==> src/sv/sib_pkg.sv <==
`default_nettype none
package sib_pkg;

  localparam int unsigned FUNC_W  = 1;
  localparam int unsigned VALUE_W = 4;
  localparam int unsigned POS_W   = 5;
  localparam int unsigned COUNT_W = 6;

  localparam logic [FUNC_W-1:0]  FUNC_INSERT = 1'b0;
  localparam logic [FUNC_W-1:0]  FUNC_READ   = 1'b1;
  localparam logic [VALUE_W-1:0] SENTINEL    = 4'hF;

  typedef enum logic [1:0] {
    ST_IDLE,
    ST_EXEC,
    ST_SRCH,
    ST_FIN
  } state_t;

  // controller -> datapath
  typedef struct packed {
    logic load;   // capture the incoming item
    logic exec;   // compare and shift the cells
    logic step;   // one bit of the slot search
    logic fin;    // load the output register
  } cmd_t;

  // datapath -> controller
  typedef struct packed {
    logic ins_ok;     // captured item is an insert with room left
    logic srch_last;  // current search step is the last one
  } sts_t;

endpackage
`default_nettype wire

==> src/sv/sorted_insertion_buffer_core.sv <==
// sorted_insertion_buffer_core
// Holds up to DEPTH 4-bit values in ascending order in a row of cells.
// Input channel (in_valid / in_stall): func selects insert (value is placed
// in front of the first stored value that is strictly greater) or read.
// Output channel (out_valid / out_stall): one result item per input item:
// accepted, position of the last stored insert, count, and the value held
// at that position.
// Timing: the controller takes one item at a time. Every item passes through
// the compare/shift state, where a stored insert compares and shifts the cells
// in parallel, and then the final state, which loads the output register.
// A stored insert also runs, between those two, a bit-serial search of the
// compare vector, one slot-index bit per cycle, to encode the insert position.
// The result sits in an output register, so the next item is accepted while
// a result is still waiting; a stalled result holds until taken, and the
// following item then waits in the final state.
// Reset (rst, synchronous): all cells read 15, the fill level and the remembered
// position are 0, no result is pending.
`default_nettype none
module sorted_insertion_buffer_core
  import sib_pkg::*;
#(
  parameter int unsigned DEPTH = 32
)
(
  input  wire                 clk,
  input  wire                 rst,
  input  wire                 in_valid,
  output logic                in_stall,
  input  wire  [FUNC_W-1:0]   func,
  input  wire  [VALUE_W-1:0]  value,
  output logic                out_valid,
  input  wire                 out_stall,
  output logic                accepted,
  output logic [POS_W-1:0]    position,
  output logic [COUNT_W-1:0]  count,
  output logic [VALUE_W-1:0]  read_value
);

  cmd_t cmd;
  sts_t sts;

  // sequencing: idle, compare/shift, slot search, result hand-off
  sib_ctrl u_ctrl (
    .clk       (clk),
    .rst       (rst),
    .in_valid  (in_valid),
    .in_stall  (in_stall),
    .out_valid (out_valid),
    .out_stall (out_stall),
    .sts       (sts),
    .cmd       (cmd)
  );

  // cells, fill level, remembered slot and the output register
  sib_dp #(
    .DEPTH (DEPTH)
  ) u_dp (
    .clk        (clk),
    .rst        (rst),
    .cmd        (cmd),
    .sts        (sts),
    .func       (func),
    .value      (value),
    .accepted   (accepted),
    .position   (position),
    .count      (count),
    .read_value (read_value)
  );

  // one item in flight: after an accept the input stalls
  a_one_in_flight: assert property (@(posedge clk) disable iff (rst)
    in_valid && !in_stall |=> in_stall)
    else $error("item accepted while another is in flight");

  // a stored insert always leaves at least one value
  a_acc_count: assert property (@(posedge clk) disable iff (rst)
    out_valid && accepted && (DEPTH < 64) |-> count != '0)
    else $error("accepted insert with zero count");

  // remembered slot lies inside the filled range
  a_pos_range: assert property (@(posedge clk) disable iff (rst)
    out_valid && accepted && (DEPTH <= 32) |-> COUNT_W'(position) < count)
    else $error("position outside filled range");

endmodule
`default_nettype wire

==> src/sv/sib_ctrl.sv <==
`default_nettype none
module sib_ctrl
  import sib_pkg::*;
(
  input  wire  clk,
  input  wire  rst,
  input  wire  in_valid,
  output logic in_stall,
  output logic out_valid,
  input  wire  out_stall,
  input  sts_t sts,
  output cmd_t cmd
);

  state_t state, state_next;
  logic   out_valid_next;

  always_ff @(posedge clk) begin
    if (rst) begin
      state     <= ST_IDLE;
      out_valid <= 1'b0;
    end else begin
      state     <= state_next;
      out_valid <= out_valid_next;
    end
  end

  always_comb begin
    state_next     = state;
    cmd            = '0;
    in_stall       = 1'b1;
    out_valid_next = out_valid & out_stall;
    case (state)
      ST_IDLE: begin
        in_stall = 1'b0;
        if (in_valid) begin
          cmd.load   = 1'b1;
          state_next = ST_EXEC;
        end
      end
      ST_EXEC: begin
        cmd.exec   = 1'b1;
        state_next = sts.ins_ok ? ST_SRCH : ST_FIN;
      end
      ST_SRCH: begin
        cmd.step = 1'b1;
        if (sts.srch_last) begin
          state_next = ST_FIN;
        end
      end
      ST_FIN: begin
        // wait for the output register to free up
        if (!out_valid || !out_stall) begin
          cmd.fin        = 1'b1;
          out_valid_next = 1'b1;
          state_next     = ST_IDLE;
        end
      end
      default: begin
        state_next = ST_IDLE;
      end
    endcase
  end

endmodule
`default_nettype wire

==> src/sv/sib_dp.sv <==
`default_nettype none
module sib_dp
  import sib_pkg::*;
#(
  parameter int unsigned DEPTH = 32
)
(
  input  wire                 clk,
  input  wire                 rst,
  input  cmd_t                cmd,
  output sts_t                sts,
  input  wire  [FUNC_W-1:0]   func,
  input  wire  [VALUE_W-1:0]  value,
  output logic                accepted,
  output logic [POS_W-1:0]    position,
  output logic [COUNT_W-1:0]  count,
  output logic [VALUE_W-1:0]  read_value
);

  localparam int unsigned PW = (DEPTH > 1) ? $clog2(DEPTH) : 1;  // slot index
  localparam int unsigned CW = $clog2(DEPTH + 1);                // fill level
  localparam int unsigned BW = $clog2(PW + 1);                   // search bit index

  logic [VALUE_W-1:0] cells [DEPTH];
  logic [DEPTH-1:0]   therm;       // 1 from the insert slot upward
  logic [DEPTH-1:0]   mv;
  logic [CW-1:0]      fill;
  logic [PW-1:0]      last_pos;
  logic [VALUE_W-1:0] rd_val;
  logic [FUNC_W-1:0]  func_r;
  logic [VALUE_W-1:0] val_r;
  logic               acc_flag;
  logic [PW-1:0]      acc;
  logic [BW-1:0]      bit_idx;

  logic [PW:0]        cand;
  logic [PW:0]        cand_m1;
  logic               cand_ok;

  assign sts.ins_ok    = (func_r == FUNC_INSERT) && (fill < CW'(DEPTH));
  assign sts.srch_last = (bit_idx == '0);

  // per-cell compare: the new value lands in front of this cell or above it
  always_comb begin
    for (int i = 0; i < DEPTH; i++) begin
      mv[i] = (CW'(i) >= fill) || (val_r < cells[i]);
    end
  end

  // successive approximation over the thermometer: slot = number of zeros
  always_comb begin
    cand    = {1'b0, acc} | ((PW + 1)'(1) << bit_idx);
    cand_m1 = cand - (PW + 1)'(1);
    cand_ok = (cand <= (PW + 1)'(DEPTH)) && !therm[cand_m1[PW-1:0]];
  end

  always_ff @(posedge clk) begin
    if (rst) begin
      for (int i = 0; i < DEPTH; i++) begin
        cells[i] <= SENTINEL;
      end
      fill     <= '0;
      last_pos <= '0;
      rd_val   <= SENTINEL;
    end else begin
      if (cmd.exec && sts.ins_ok) begin
        for (int i = 0; i < DEPTH; i++) begin
          if (i > 0 && mv[(i > 0) ? i - 1 : 0]) begin
            cells[i] <= cells[(i > 0) ? i - 1 : 0];
          end else if (mv[i]) begin
            cells[i] <= val_r;
          end
        end
        fill   <= fill + CW'(1);
        rd_val <= val_r;
      end
      if (cmd.step && cand_ok) begin
        last_pos <= cand[PW-1:0];
      end else if (cmd.step && bit_idx == BW'(PW - 1)) begin
        last_pos <= '0;
      end
    end
  end

  always_ff @(posedge clk) begin
    if (cmd.load) begin
      func_r  <= func;
      val_r   <= value;
      acc     <= '0;
      bit_idx <= BW'(PW - 1);
    end
    if (cmd.exec) begin
      acc_flag <= sts.ins_ok;
      therm    <= mv;
    end
    if (cmd.step) begin
      if (cand_ok) begin
        acc <= cand[PW-1:0];
      end
      bit_idx <= bit_idx - BW'(1);
    end
    if (cmd.fin) begin
      accepted   <= acc_flag;
      position   <= POS_W'(last_pos);
      count      <= COUNT_W'(fill);
      read_value <= rd_val;
    end
  end

endmodule
`default_nettype wire

==> config.mk <==
export PLATFORM = sky130hd
export DESIGN_NAME = sorted_insertion_buffer_core
export DESIGN_NICKNAME = d
export VERILOG_FILES = /design/src/sv/sib_pkg.sv /design/src/sv/sorted_insertion_buffer_core.sv /design/src/sv/sib_ctrl.sv /design/src/sv/sib_dp.sv
export SDC_FILE = /design/constraint.sdc
export NUM_CORES = 1
export LEC_CHECK = 0
export BUFFER_PORTS_ARGS = -buffer_cell sky130_fd_sc_hd__buf_2
export CAP_MARGIN = 10
export CORE_MARGIN = 1.5
export CORE_UTILIZATION = 65
export CTS_BUF_LIST = sky130_fd_sc_hd__clkbuf_16
export DETAILED_ROUTE_END_ITERATION = 8
export GPL_TIMING_DRIVEN = 0
export PLACE_DENSITY_LB_ADDON = 0.25
export SKIP_LAST_GASP = 1
export SLEW_MARGIN = 10
export SYNTH_ARGS = -nofsm -noshare
export SYNTH_HDL_FRONTEND = slang
export SYNTH_SLANG_ARGS = --single-unit
==> constraint.sdc <==
create_clock -name clk -period 4.89 [get_ports clk]
set_input_delay 0.978 -clock clk [delete_from_list [all_inputs] [get_ports clk]]
set_output_delay 0.978 -clock clk [all_outputs]
set_load 0.05 [all_outputs]
Word-level counts from Yosys, hierarchy flattened
Memories as Yosys holds them, arrays and structs flattened.
Index checks and enable logic that the tools add are counted.
{"block": "classes", "add_sub_neg": 3, "magnitude_cmp": 67, "eq_ne": 7, "n_shift": 1, "n_mux": 337, "bitwise_logic": 66, "n_reduce_logical": 46}
{"op": "$mux W1", "n": 262}
{"op": "$mux W4", "n": 63}
{"op": "$lt A4 B4 Y1", "n": 32}
{"op": "$ge A5 B6 Y1 const A", "n": 16}
{"op": "$or A1 B1 Y1", "n": 63}
{"op": "$ge A4 B6 Y1 const A", "n": 8}
{"op": "$logic_or A1 B1 Y1", "n": 33}
{"op": "$mux W5", "n": 5}
{"op": "$ge A3 B6 Y1 const A", "n": 4}
{"op": "$ge A1 B6 Y1 const A", "n": 2}
{"op": "$ge A2 B6 Y1 const A", "n": 2}
{"op": "$pmux W2 S4", "n": 1}
{"op": "$add A6 B1 Y6 const B", "n": 1}
{"op": "$le A6 B6 Y1 const B", "n": 1}
{"op": "$lt A5 B6 Y1 const B", "n": 1}
{"op": "$lt A6 B6 Y1 const B", "n": 1}
{"op": "$mux W2", "n": 3}
{"op": "$mux W3", "n": 2}
{"op": "$or A5 B6 Y6", "n": 1}
{"op": "$shl A1 B3 Y6 const A", "n": 1}
{"op": "$bmux W1 S5", "n": 1}
{"op": "$logic_and A1 B1 Y1", "n": 5}
{"op": "$sub A5 B1 Y5 const B", "n": 1}
{"op": "$eq A2 B2 Y1 const B", "n": 2}
{"op": "12 further kinds", "n": 16}
{"block": "word_totals", "ff_bits": 80, "mem_bits_rw": 128, "in_bits": 9, "output_inout_bits": 18, "word_cells": 543, "memories": 1}
{"memory": "u_dp.cells", "words": 32, "word_bits": 4, "read_ports": 32, "rd_ports_with_merged_regs": 0, "write_ports": 32, "line": "sib_dp.sv:24", "source": "logic [VALUE_W-1:0] cells [DEPTH];"}

Depth between registers and ports, before layout
Gate-level depths: netlist of run 1.
{"block": "depth", "word_depth": 9, "depth_mapped": 15, "mapped_depth_nobuf": 13}

Cells and area by module
Synthesis of run 1 repeated with hierarchy kept, for this count alone.
{"block": "hier_totals", "hier_cells": 1230, "hier_area_um2": 12585.8}
{"mod": "sib_dp", "n_inst": 1, "cells_each": 1204, "area_each_um2": 12338.1, "seq_area_each_um2": 5955.7}
{"mod": "sib_ctrl", "n_inst": 1, "cells_each": 26, "area_each_um2": 247.7, "seq_area_each_um2": 60.1}

Worst setup path after synthesis of run 1
OpenSTA, ideal clock, no wires.
{"block": "synth_timing", "path_type": "register -> register", "from": "reg u_ctrl.state[1]", "to": "mem u_dp.cells[9][0] (netlist: u_dp.cells[2][4]) (enable)", "setup_ns": 0.307, "arrival_ns": 2.726, "required_time_ns": 4.583, "setup_slack_ns": 1.856, "path_stages_with_launch": 10, "n_path_buf": 3, "period_less_slack_ns": 3.034, "path_cell_list": "dfxtp_1 inv_1 ha_1 nand2_1 nor2_1 buf_2 buf_2 clkbuf_1 o21ai_0 nand2_1"}
{"element": "from (decl)", "line": "sib_ctrl.sv:15", "source": "state_t state, state_next;"}
{"element": "from (signal assigned)", "line": "sib_ctrl.sv:23", "source": "state <= state_next;"}
{"element": "to (decl)", "line": "sib_dp.sv:24"}

==> impl_metrics.json, run 1 <==
{
  "status": "completed",
  "syn-num-nets": 1296,
  "dp_cells": 1442,
  "area_delta_synth_final_pct": 11.32,
  "worst_pin_slew_ns": 0.9742,
  "synth_cell_types": 65,
  "yosys-top-cells-area": "edfxtp_1 (45%), ha_1 (11%), mux2i_1 (5.4%), dfxtp_1 (3.7%), inv_1 (3.6%)",
  "io_pins": 27,
  "crit_required_ns": 5.07,
  "yosys.area_share.xor_xnor_pct": 0.4278,
  "fmax_ghz": 0.2695,
  "numCtsBuffers": 24,
  "post-cts-setup-buffers": 0,
  "syn_area_sq_mm": 0.01228,
  "hpwl_um": 22850,
  "final_cell_mix": "edfxtp_1 (185), inv_1 (125), nor2_1 (115), ha_1 (111), nand2_1 (70)",
  "powerDensity_mw_per_mm2": 386.4,
  "ant_nets": 0,
  "n_antenna_cell": 0,
  "ys_seq_area_share_pct": 48.98,
  "stdcell_count": 1486,
  "setup_tns_ns": 0,
  "insertion_delay_ns": 0.52,
  "irDropWorstVdd_uv": 275.7,
  "grt_max_degree": 35,
  "min_period_ns": 3.711,
  "ctsResizeCount": 0,
  "clockBufferDepth": 3,
  "fill_cells": 1275,
  "synth_top_area_share_pct": 45.23,
  "grt_pass1_wl_um": 51100,
  "grt_pass1_vias": 9468,
  "wl_per_cell_um": 22.10,
  "first_pass_iters": 6,
  "crit_type": "in -> reg",
  "worst_setup_path_start_kind": "primary input",
  "synthCells": 1175,
  "setup_viol_count_final": 0,
  "cts.sinks": 208,
  "synth_seq_cells": 208,
  "drv_slew": 0,
  "slew_headroom_pct": 35.05,
  "synth_compound_area_share_pct": 13.98,
  "vias": 9509,
  "clk_pin_slew_ns": 0.06,
  "synth-async-reset-ratio_pct": 0,
  "dieHeight_um": 140.5,
  "end_kind": "flip-flop",
  "dieArea_sq_mm": 0.01973,
  "layout_commonest_cell": "edfxtp_1",
  "synth_top_cell_by_area": "edfxtp_1",
  "port_buffers": 25,
  "avgSynthCellArea_sq_um": 10.45,
  "finalHoldViolCount": 0,
  "ctsHoldBuffers": 0,
  "worst_slack_ns": 1.179,
  "dieWidth_um": 140.5,
  "place_congestion": 0.9267,
  "p_leak_nw": 6.052,
  "nNetsFinal": 1355,
  "track_usage_pct": 34.03,
  "synth_top_family_by_area": "compound AO/OA/AOI/OAI gates",
  "skew_ns": 0.009778,
  "rows": 50,
  "synth_fa_ha_area_share_pct": 11.41,
  "dpl_worst_slack_ns": 0.7583,
  "cts_tree": "yes",
  "cp.arrival_ns": 3.89,
  "drive_above_1_share_pct": 9.425,
  "synth-simple-area-share_pct": 13.09,
  "ys_warn_count": 0,
  "synthMuxAreaShare_pct": 6.295,
  "antenna_found_initial": 1,
  "rsz0062_at_grt": "no",
  "initial_core_util_pct": 65.89,
  "synth-main-ff-cell": "edfxtp_1",
  "worstHoldPathType": "reg -> reg",
  "path_max_fanout": 10,
  "via_per_inst": 6.399,
  "cap_violations": 0,
  "root_buffer": "clkbuf_16",
  "coreArea_sq_mm": 0.01864,
  "grt_remaining_overflow": 0,
  "synth_edf_count": 185,
  "htreeDepth": 1,
  "period_share_pct": 75.88,
  "drt_iter0_markers": 1071,
  "drcViolationCount": 0,
  "drt-total-wl_um": 32840
}
cell usage after synthesis (all sizes together), types with 7 or more instances:
cell type / n
o211ai: 9
nand2: 70
dfxtp: 23
buf: 12
nand2b: 36
nor2: 115
o21ai: 59
o22ai: 16
nor3: 35
ha: 112
a21o: 58
a21oi: 58
o32a: 7
o22a: 28
edfxtp: 185
or2: 20
mux2i: 66
nor2b: 15
nand3: 20
inv: 128
clkbuf: 43
sequential cells by signal (all words and copies together) (netlist names):
| register | flops |
|---|---|
| u_ctrl.out_valid | 1 |
| u_ctrl.state | 2 |
| u_dp.acc | 5 |
| u_dp.acc_flag | 1 |
| u_dp.accepted | 1 |
| u_dp.bit_idx | 3 |
| u_dp.cells | 128 |
| u_dp.count | 6 |
| u_dp.fill | 6 |
| u_dp.func_r | 1 |
| u_dp.last_pos | 5 |
| u_dp.position | 5 |
| u_dp.rd_val | 4 |
| u_dp.read_value | 4 |
| u_dp.therm | 32 |
| u_dp.val_r | 4 |
path summary, 6_finish.rpt:
kind,startpoint,to,slack [ns],cells after the start
worst max-delay path,rst,u_dp.cells[7][0]$_SDFFCE_PP1P_,1.18,5
worst max register to register,u_dp.val_r[0]$_DFFE_PP_,u_dp.cells[4][0]$_SDFFCE_PN1P_,1.31,8
worst min register to register,u_dp.rd_val[3]$_SDFFE_PP1P_,u_dp.read_value[3]$_DFFE_PP_,0.44,0
worst min-delay path,u_dp.rd_val[3]$_SDFFE_PP1P_,u_dp.read_value[3]$_DFFE_PP_,0.44,0
per-layer routing:
metal	vias up	wire, um	GRT usage, %	share of wire (%)
li1	4318	-	-	-
met1	4540	12810	43.80	39
met2	535	15350	56.31	47
met3	116	3302	6.462	10
met4	0	1367	15.35	4.2
met5	-	0	0	0
final cells by class:
cell class / count / area, sq um / share of cell area (%)
tap: 234 / 292.8 / 2.141
inverter: 129 / 486.7 / 3.560
buffer: 55 / 229.0 / 1.675
sequential: 208 / 6016 / 44.00
timing repair buffer: 33 / 284.0 / 2.077
clock inverter: 19 / 181.4 / 1.327
multi-input combinational: 783 / 5558 / 40.65
clock buffer: 25 / 625.6 / 4.575
where the power goes:
| part | switching [mW] | internal, mW |
|---|---|---|
| clock | 0.713 | 1.13 |
| combinational | 0.880 | 0.412 |
| sequential | 0.0840 | 2.07 |
| total | 1.68 | 3.61 |
worst max-delay path, stage by stage:
cell,delay (ns)
clkbuf_1,0.51
clkinv_1,0.58
nand2_1,0.73
clkbuf_1,0.65
o21ai_0,0.42
cell families (layout without fill, tap and decap cells):
group | count (synthesis) | count (layout)
adders and majority gates | 112 | 112
muxes | 72 | 72
and+or+nand+nor | 334 | 334
buffers and inverters | 184 | 261
DFF | 208 | 208
AOI/OAI and AO/OA | 259 | 259
xor gates and xnor gates | 6 | 6
per-stage QoR:
step / utilization [%] / instance area [sq um] / power, mW / hold slack (ns)
after global routing: 73.34 / 13670 / 5.457 / 0.4507
after detailed placement: 69.01 / 12870 / 3.436 / 0.4221
after floorplan: - / 12280 / 2.967 / 0.4003
after CTS: 73.34 / 13670 / 5.255 / 0.4366
final: 73.34 / 13670 / 5.284 / 0.4373
after global placement: 68.13 / 12700 / 3.315 / 0.4028
Note: power is estimated with default switching activity, not from simulation.
==> run 2: changes to the inputs <==
--- a/config.mk
+++ b/config.mk
@@ -8,7 +8,7 @@
 export BUFFER_PORTS_ARGS = -buffer_cell sky130_fd_sc_hd__buf_2
 export CAP_MARGIN = 10
 export CORE_MARGIN = 1.5
-export CORE_UTILIZATION = 65
+export CORE_UTILIZATION = 57
 export CTS_BUF_LIST = sky130_fd_sc_hd__clkbuf_16
 export DETAILED_ROUTE_END_ITERATION = 8
 export GPL_TIMING_DRIVEN = 0
==> constraint.sdc (replaced) <==
create_clock -name clk -period 3 [get_ports clk]
set_input_delay 0.6 -clock clk [delete_from_list [all_inputs] [get_ports clk]]
set_output_delay 0.6 -clock clk [all_outputs]
set_load 0.05 [all_outputs]
==> run 2 against run 1 <==
  * Worst hold slack worse by 0.18 ns
  * Register-to-register slack worse by 1.3 ns
  * Clock skew grew 0.013 ns
  * First-iteration DRC count decreased by 26%
  * Worst setup slack worse by 1.1 ns
  * Power rose by 61%
  * Core utilization decreased by 6.9 points
  * Cell count is 4.2% higher
  * Die area grew 14%
  * Critical path type is now reg -> reg
  * Highest routed layer unchanged
==> impl_metrics.json, run 2 (synthesis gave the netlist of run 1 again) <==
{
  "pwr-share-clk_pct": 30.9,
  "finalHoldViolCount": 0,
  "multi_input_area_sq_mm": 0.005727,
  "layout_commonest_cell": "edfxtp_1",
  "antenna_found_initial": 0,
  "cap_violations": 0,
  "setup_viol_count_final": 0,
  "stdcell_count": 1549,
  "slowest_stage": "edfxtp_1",
  "fmax_ghz": 0.3368,
  "dieArea_sq_mm": 0.02244,
  "worst_setup_path_start_kind": "flip-flop",
  "numCtsBuffers": 23,
  "cp_slowest_stage_delay_ns": 0.43,
  "p_leak_nw": 6.161,
  "skew_ns": 0.02310,
  "switching_share_pct": 33.13,
  "insertion_delay_ns": 0.53,
  "cp_top_family": "compound AO/OA/AOI/OAI gates",
  "ant_nets": 0,
  "place_congestion": 0.9425,
  "via_per_inst": 6.005,
  "crit_chain": "inv_2 > buf_4 > ha_1 > a21oi_4 > ha_4 > buf_4 > buf_4 > mux2_2 > o211ai_1 > a31oi_1 > o211a_1 > buf_6 > mux2i_1",
  "cts_tree": "yes",
  "worstHoldPathType": "in -> reg",
  "rows": 53,
  "cts.sinks": 208,
  "port_buffers": 25,
  "n_antenna_cell": 0,
  "final_cell_mix": "edfxtp_1 (185), inv_1 (121), nor2_1 (115), ha_1 (108), nand2_1 (68)",
  "dpl_cell_area_sq_mm": 0.01290,
  "top_regs": "u_dp.cells: 128 flops, u_dp.therm: 32 flops",
  "largest_reg_flops": 128,
  "crit_required_ns": 3.41,
  "status": "completed",
  "drive_above_1_share_pct": 13.19,
  "grt_remaining_overflow": 0,
  "initial_core_util_pct": 58.25,
  "seq_power_share_pct": 40.6,
  "drcViolationCount": 0,
  "first_pass_iters": 5,
  "hpwl_um": 22570,
  "worst_pin_slew_ns": 0.8544,
  "drv_slew": 0,
  "root_buffer": "clkbuf_16",
  "seq_area_sq_mm": 0.006016,
  "grt_pass1_vias": 9110,
  "grt_max_degree": 20,
  "cp_common_cell": "buf_4",
  "drt_iter0_markers": 791,
  "end_kind": "flip-flop",
  "io_pins": 27,
  "dieWidth_um": 149.8,
  "grt_pass1_wl_um": 49490,
  "total_switching_power_mw": 2.826,
  "area_delta_synth_final_pct": 14.15,
  "cp.arrival_ns": 3.38,
  "power.internal_mw": 5.705,
  "path_max_fanout": 5,
  "drt-total-wl_um": 32880,
  "htreeDepth": 1,
  "regMostFlops": "u_dp.cells",
  "track_usage_pct": 29.41,
  "nNetsFinal": 1378,
  "vias": 9302,
  "clockBufferDepth": 3,
  "finalInstanceArea_sq_mm": 0.01402,
  "fill_cells": 1573,
  "rsz0062_at_grt": "yes",
  "dp_cells": 1482,
  "crit_type": "reg -> reg",
  "min_period_ns": 2.969,
  "dieHeight_um": 149.8,
  "period_share_pct": 98.97,
  "pwr-share-comb_pct": 28.5,
  "worstPathBufferInverterCount": 5,
  "irDropWorstVdd_uv": 427.0,
  "wl_per_cell_um": 21.23,
  "coreArea_sq_mm": 0.02109,
  "slew_headroom_pct": 43.04,
  "clk_pin_slew_ns": 0.06,
  "powerDensity_mw_per_mm2": 608.4
}
run 2: cell types whose count changed in the layout (fill, tap and decap cells not counted), sizes merged:
| cell | before | now |
|---|---|---|
| bufinv | 4 | 1 |
| clkbuf | 68 | 67 |
| inv | 134 | 133 |
| clkinv | 10 | 12 |
| clkinvlp | 0 | 2 |
| buf | 45 | 68 |
run 2: worst paths after layout:
| kind | start | end | slack, ns | cells after the start |
|---|---|---|---|---|
| setup / recovery | u_dp.bit_idx[1]$_SDFFCE_PN0P_ | u_dp.last_pos[4]$_SDFFE_PP0P_ | 0.03 | 13 |
| hold / removal | value[2] | u_dp.val_r[2]$_DFFE_PP_ | 0.25 | 1 |
| setup reg to reg | u_dp.bit_idx[1]$_SDFFCE_PN0P_ | u_dp.last_pos[4]$_SDFFE_PP0P_ | 0.03 | 13 |
| hold reg to reg | u_dp.acc_flag$_DFFE_PP_ | u_dp.accepted$_DFFE_PP_ | 0.43 | 0 |
run 2: cell type report:
class | instances | area share (%)
plain buffers | 53 | 1.812
clock buffers | 23 | 4.105
clock inverters | 19 | 0.8121
inverters | 129 | 3.507
multi-input cells | 783 | 40.84
flip-flops and latches | 208 | 42.91
well taps | 275 | 2.454
repair buffers | 59 | 3.561
run 2: worst reg2reg max path, cell delays in order, from the launching register on:
cell and delay (ns):
edfxtp_1 0.43, inv_2 0.13, buf_4 0.11, ha_1 0.29, a21oi_4 0.15, ha_4 0.35
buf_4 0.13, buf_4 0.10, mux2_2 0.34, o211ai_1 0.16, a31oi_1 0.12, o211a_1 0.29
buf_6 0.15, mux2i_1 0.12
run 2: per-layer routing:
layer	global-route usage [%]	up-vias	part of all wire, %
met2	49.03	418	47
met4	11.08	0	3.8
met1	38.38	4449	41
li1	-	4354	-
met5	0	-	0
met3	5.183	81	8.4
run 2: per-stage QoR:
step	TNS, ns	power, mW	setup WS (ns)	util, %	hold WS [ns]
after floorplan	0	4.836	0.1238	-	0.4003
after global placement	-161.77	5.409	-0.8728	60.48	0.4072
after detailed placement	-108.15	5.553	-0.8346	61.18	0.4152
after CTS	0	8.311	0.02249	65.52	0.2480
after global routing	-0.2209	8.823	-0.05377	66.49	0.2485
final	0	8.530	0.03098	66.49	0.2533
run 2: power by group through the flow:
stage               Clock (mW)  Sequential (mW)  Combinational (mW)
global placement             0             3.65                1.76
global route              2.75             3.47                2.60
floorplan                    0             3.63                1.20
CTS                       2.65             3.47                2.20
detailed placement           0             3.57                1.99
finish                    2.64             3.46                2.44
run 2: what timing repair did:
action	in CTS	in global routing
buffers inserted	12	13
gates resized for setup	30	25
setup endpoints to repair	232	121
gates cloned	0	2
pin swaps	0	9
hold buffers	0	0
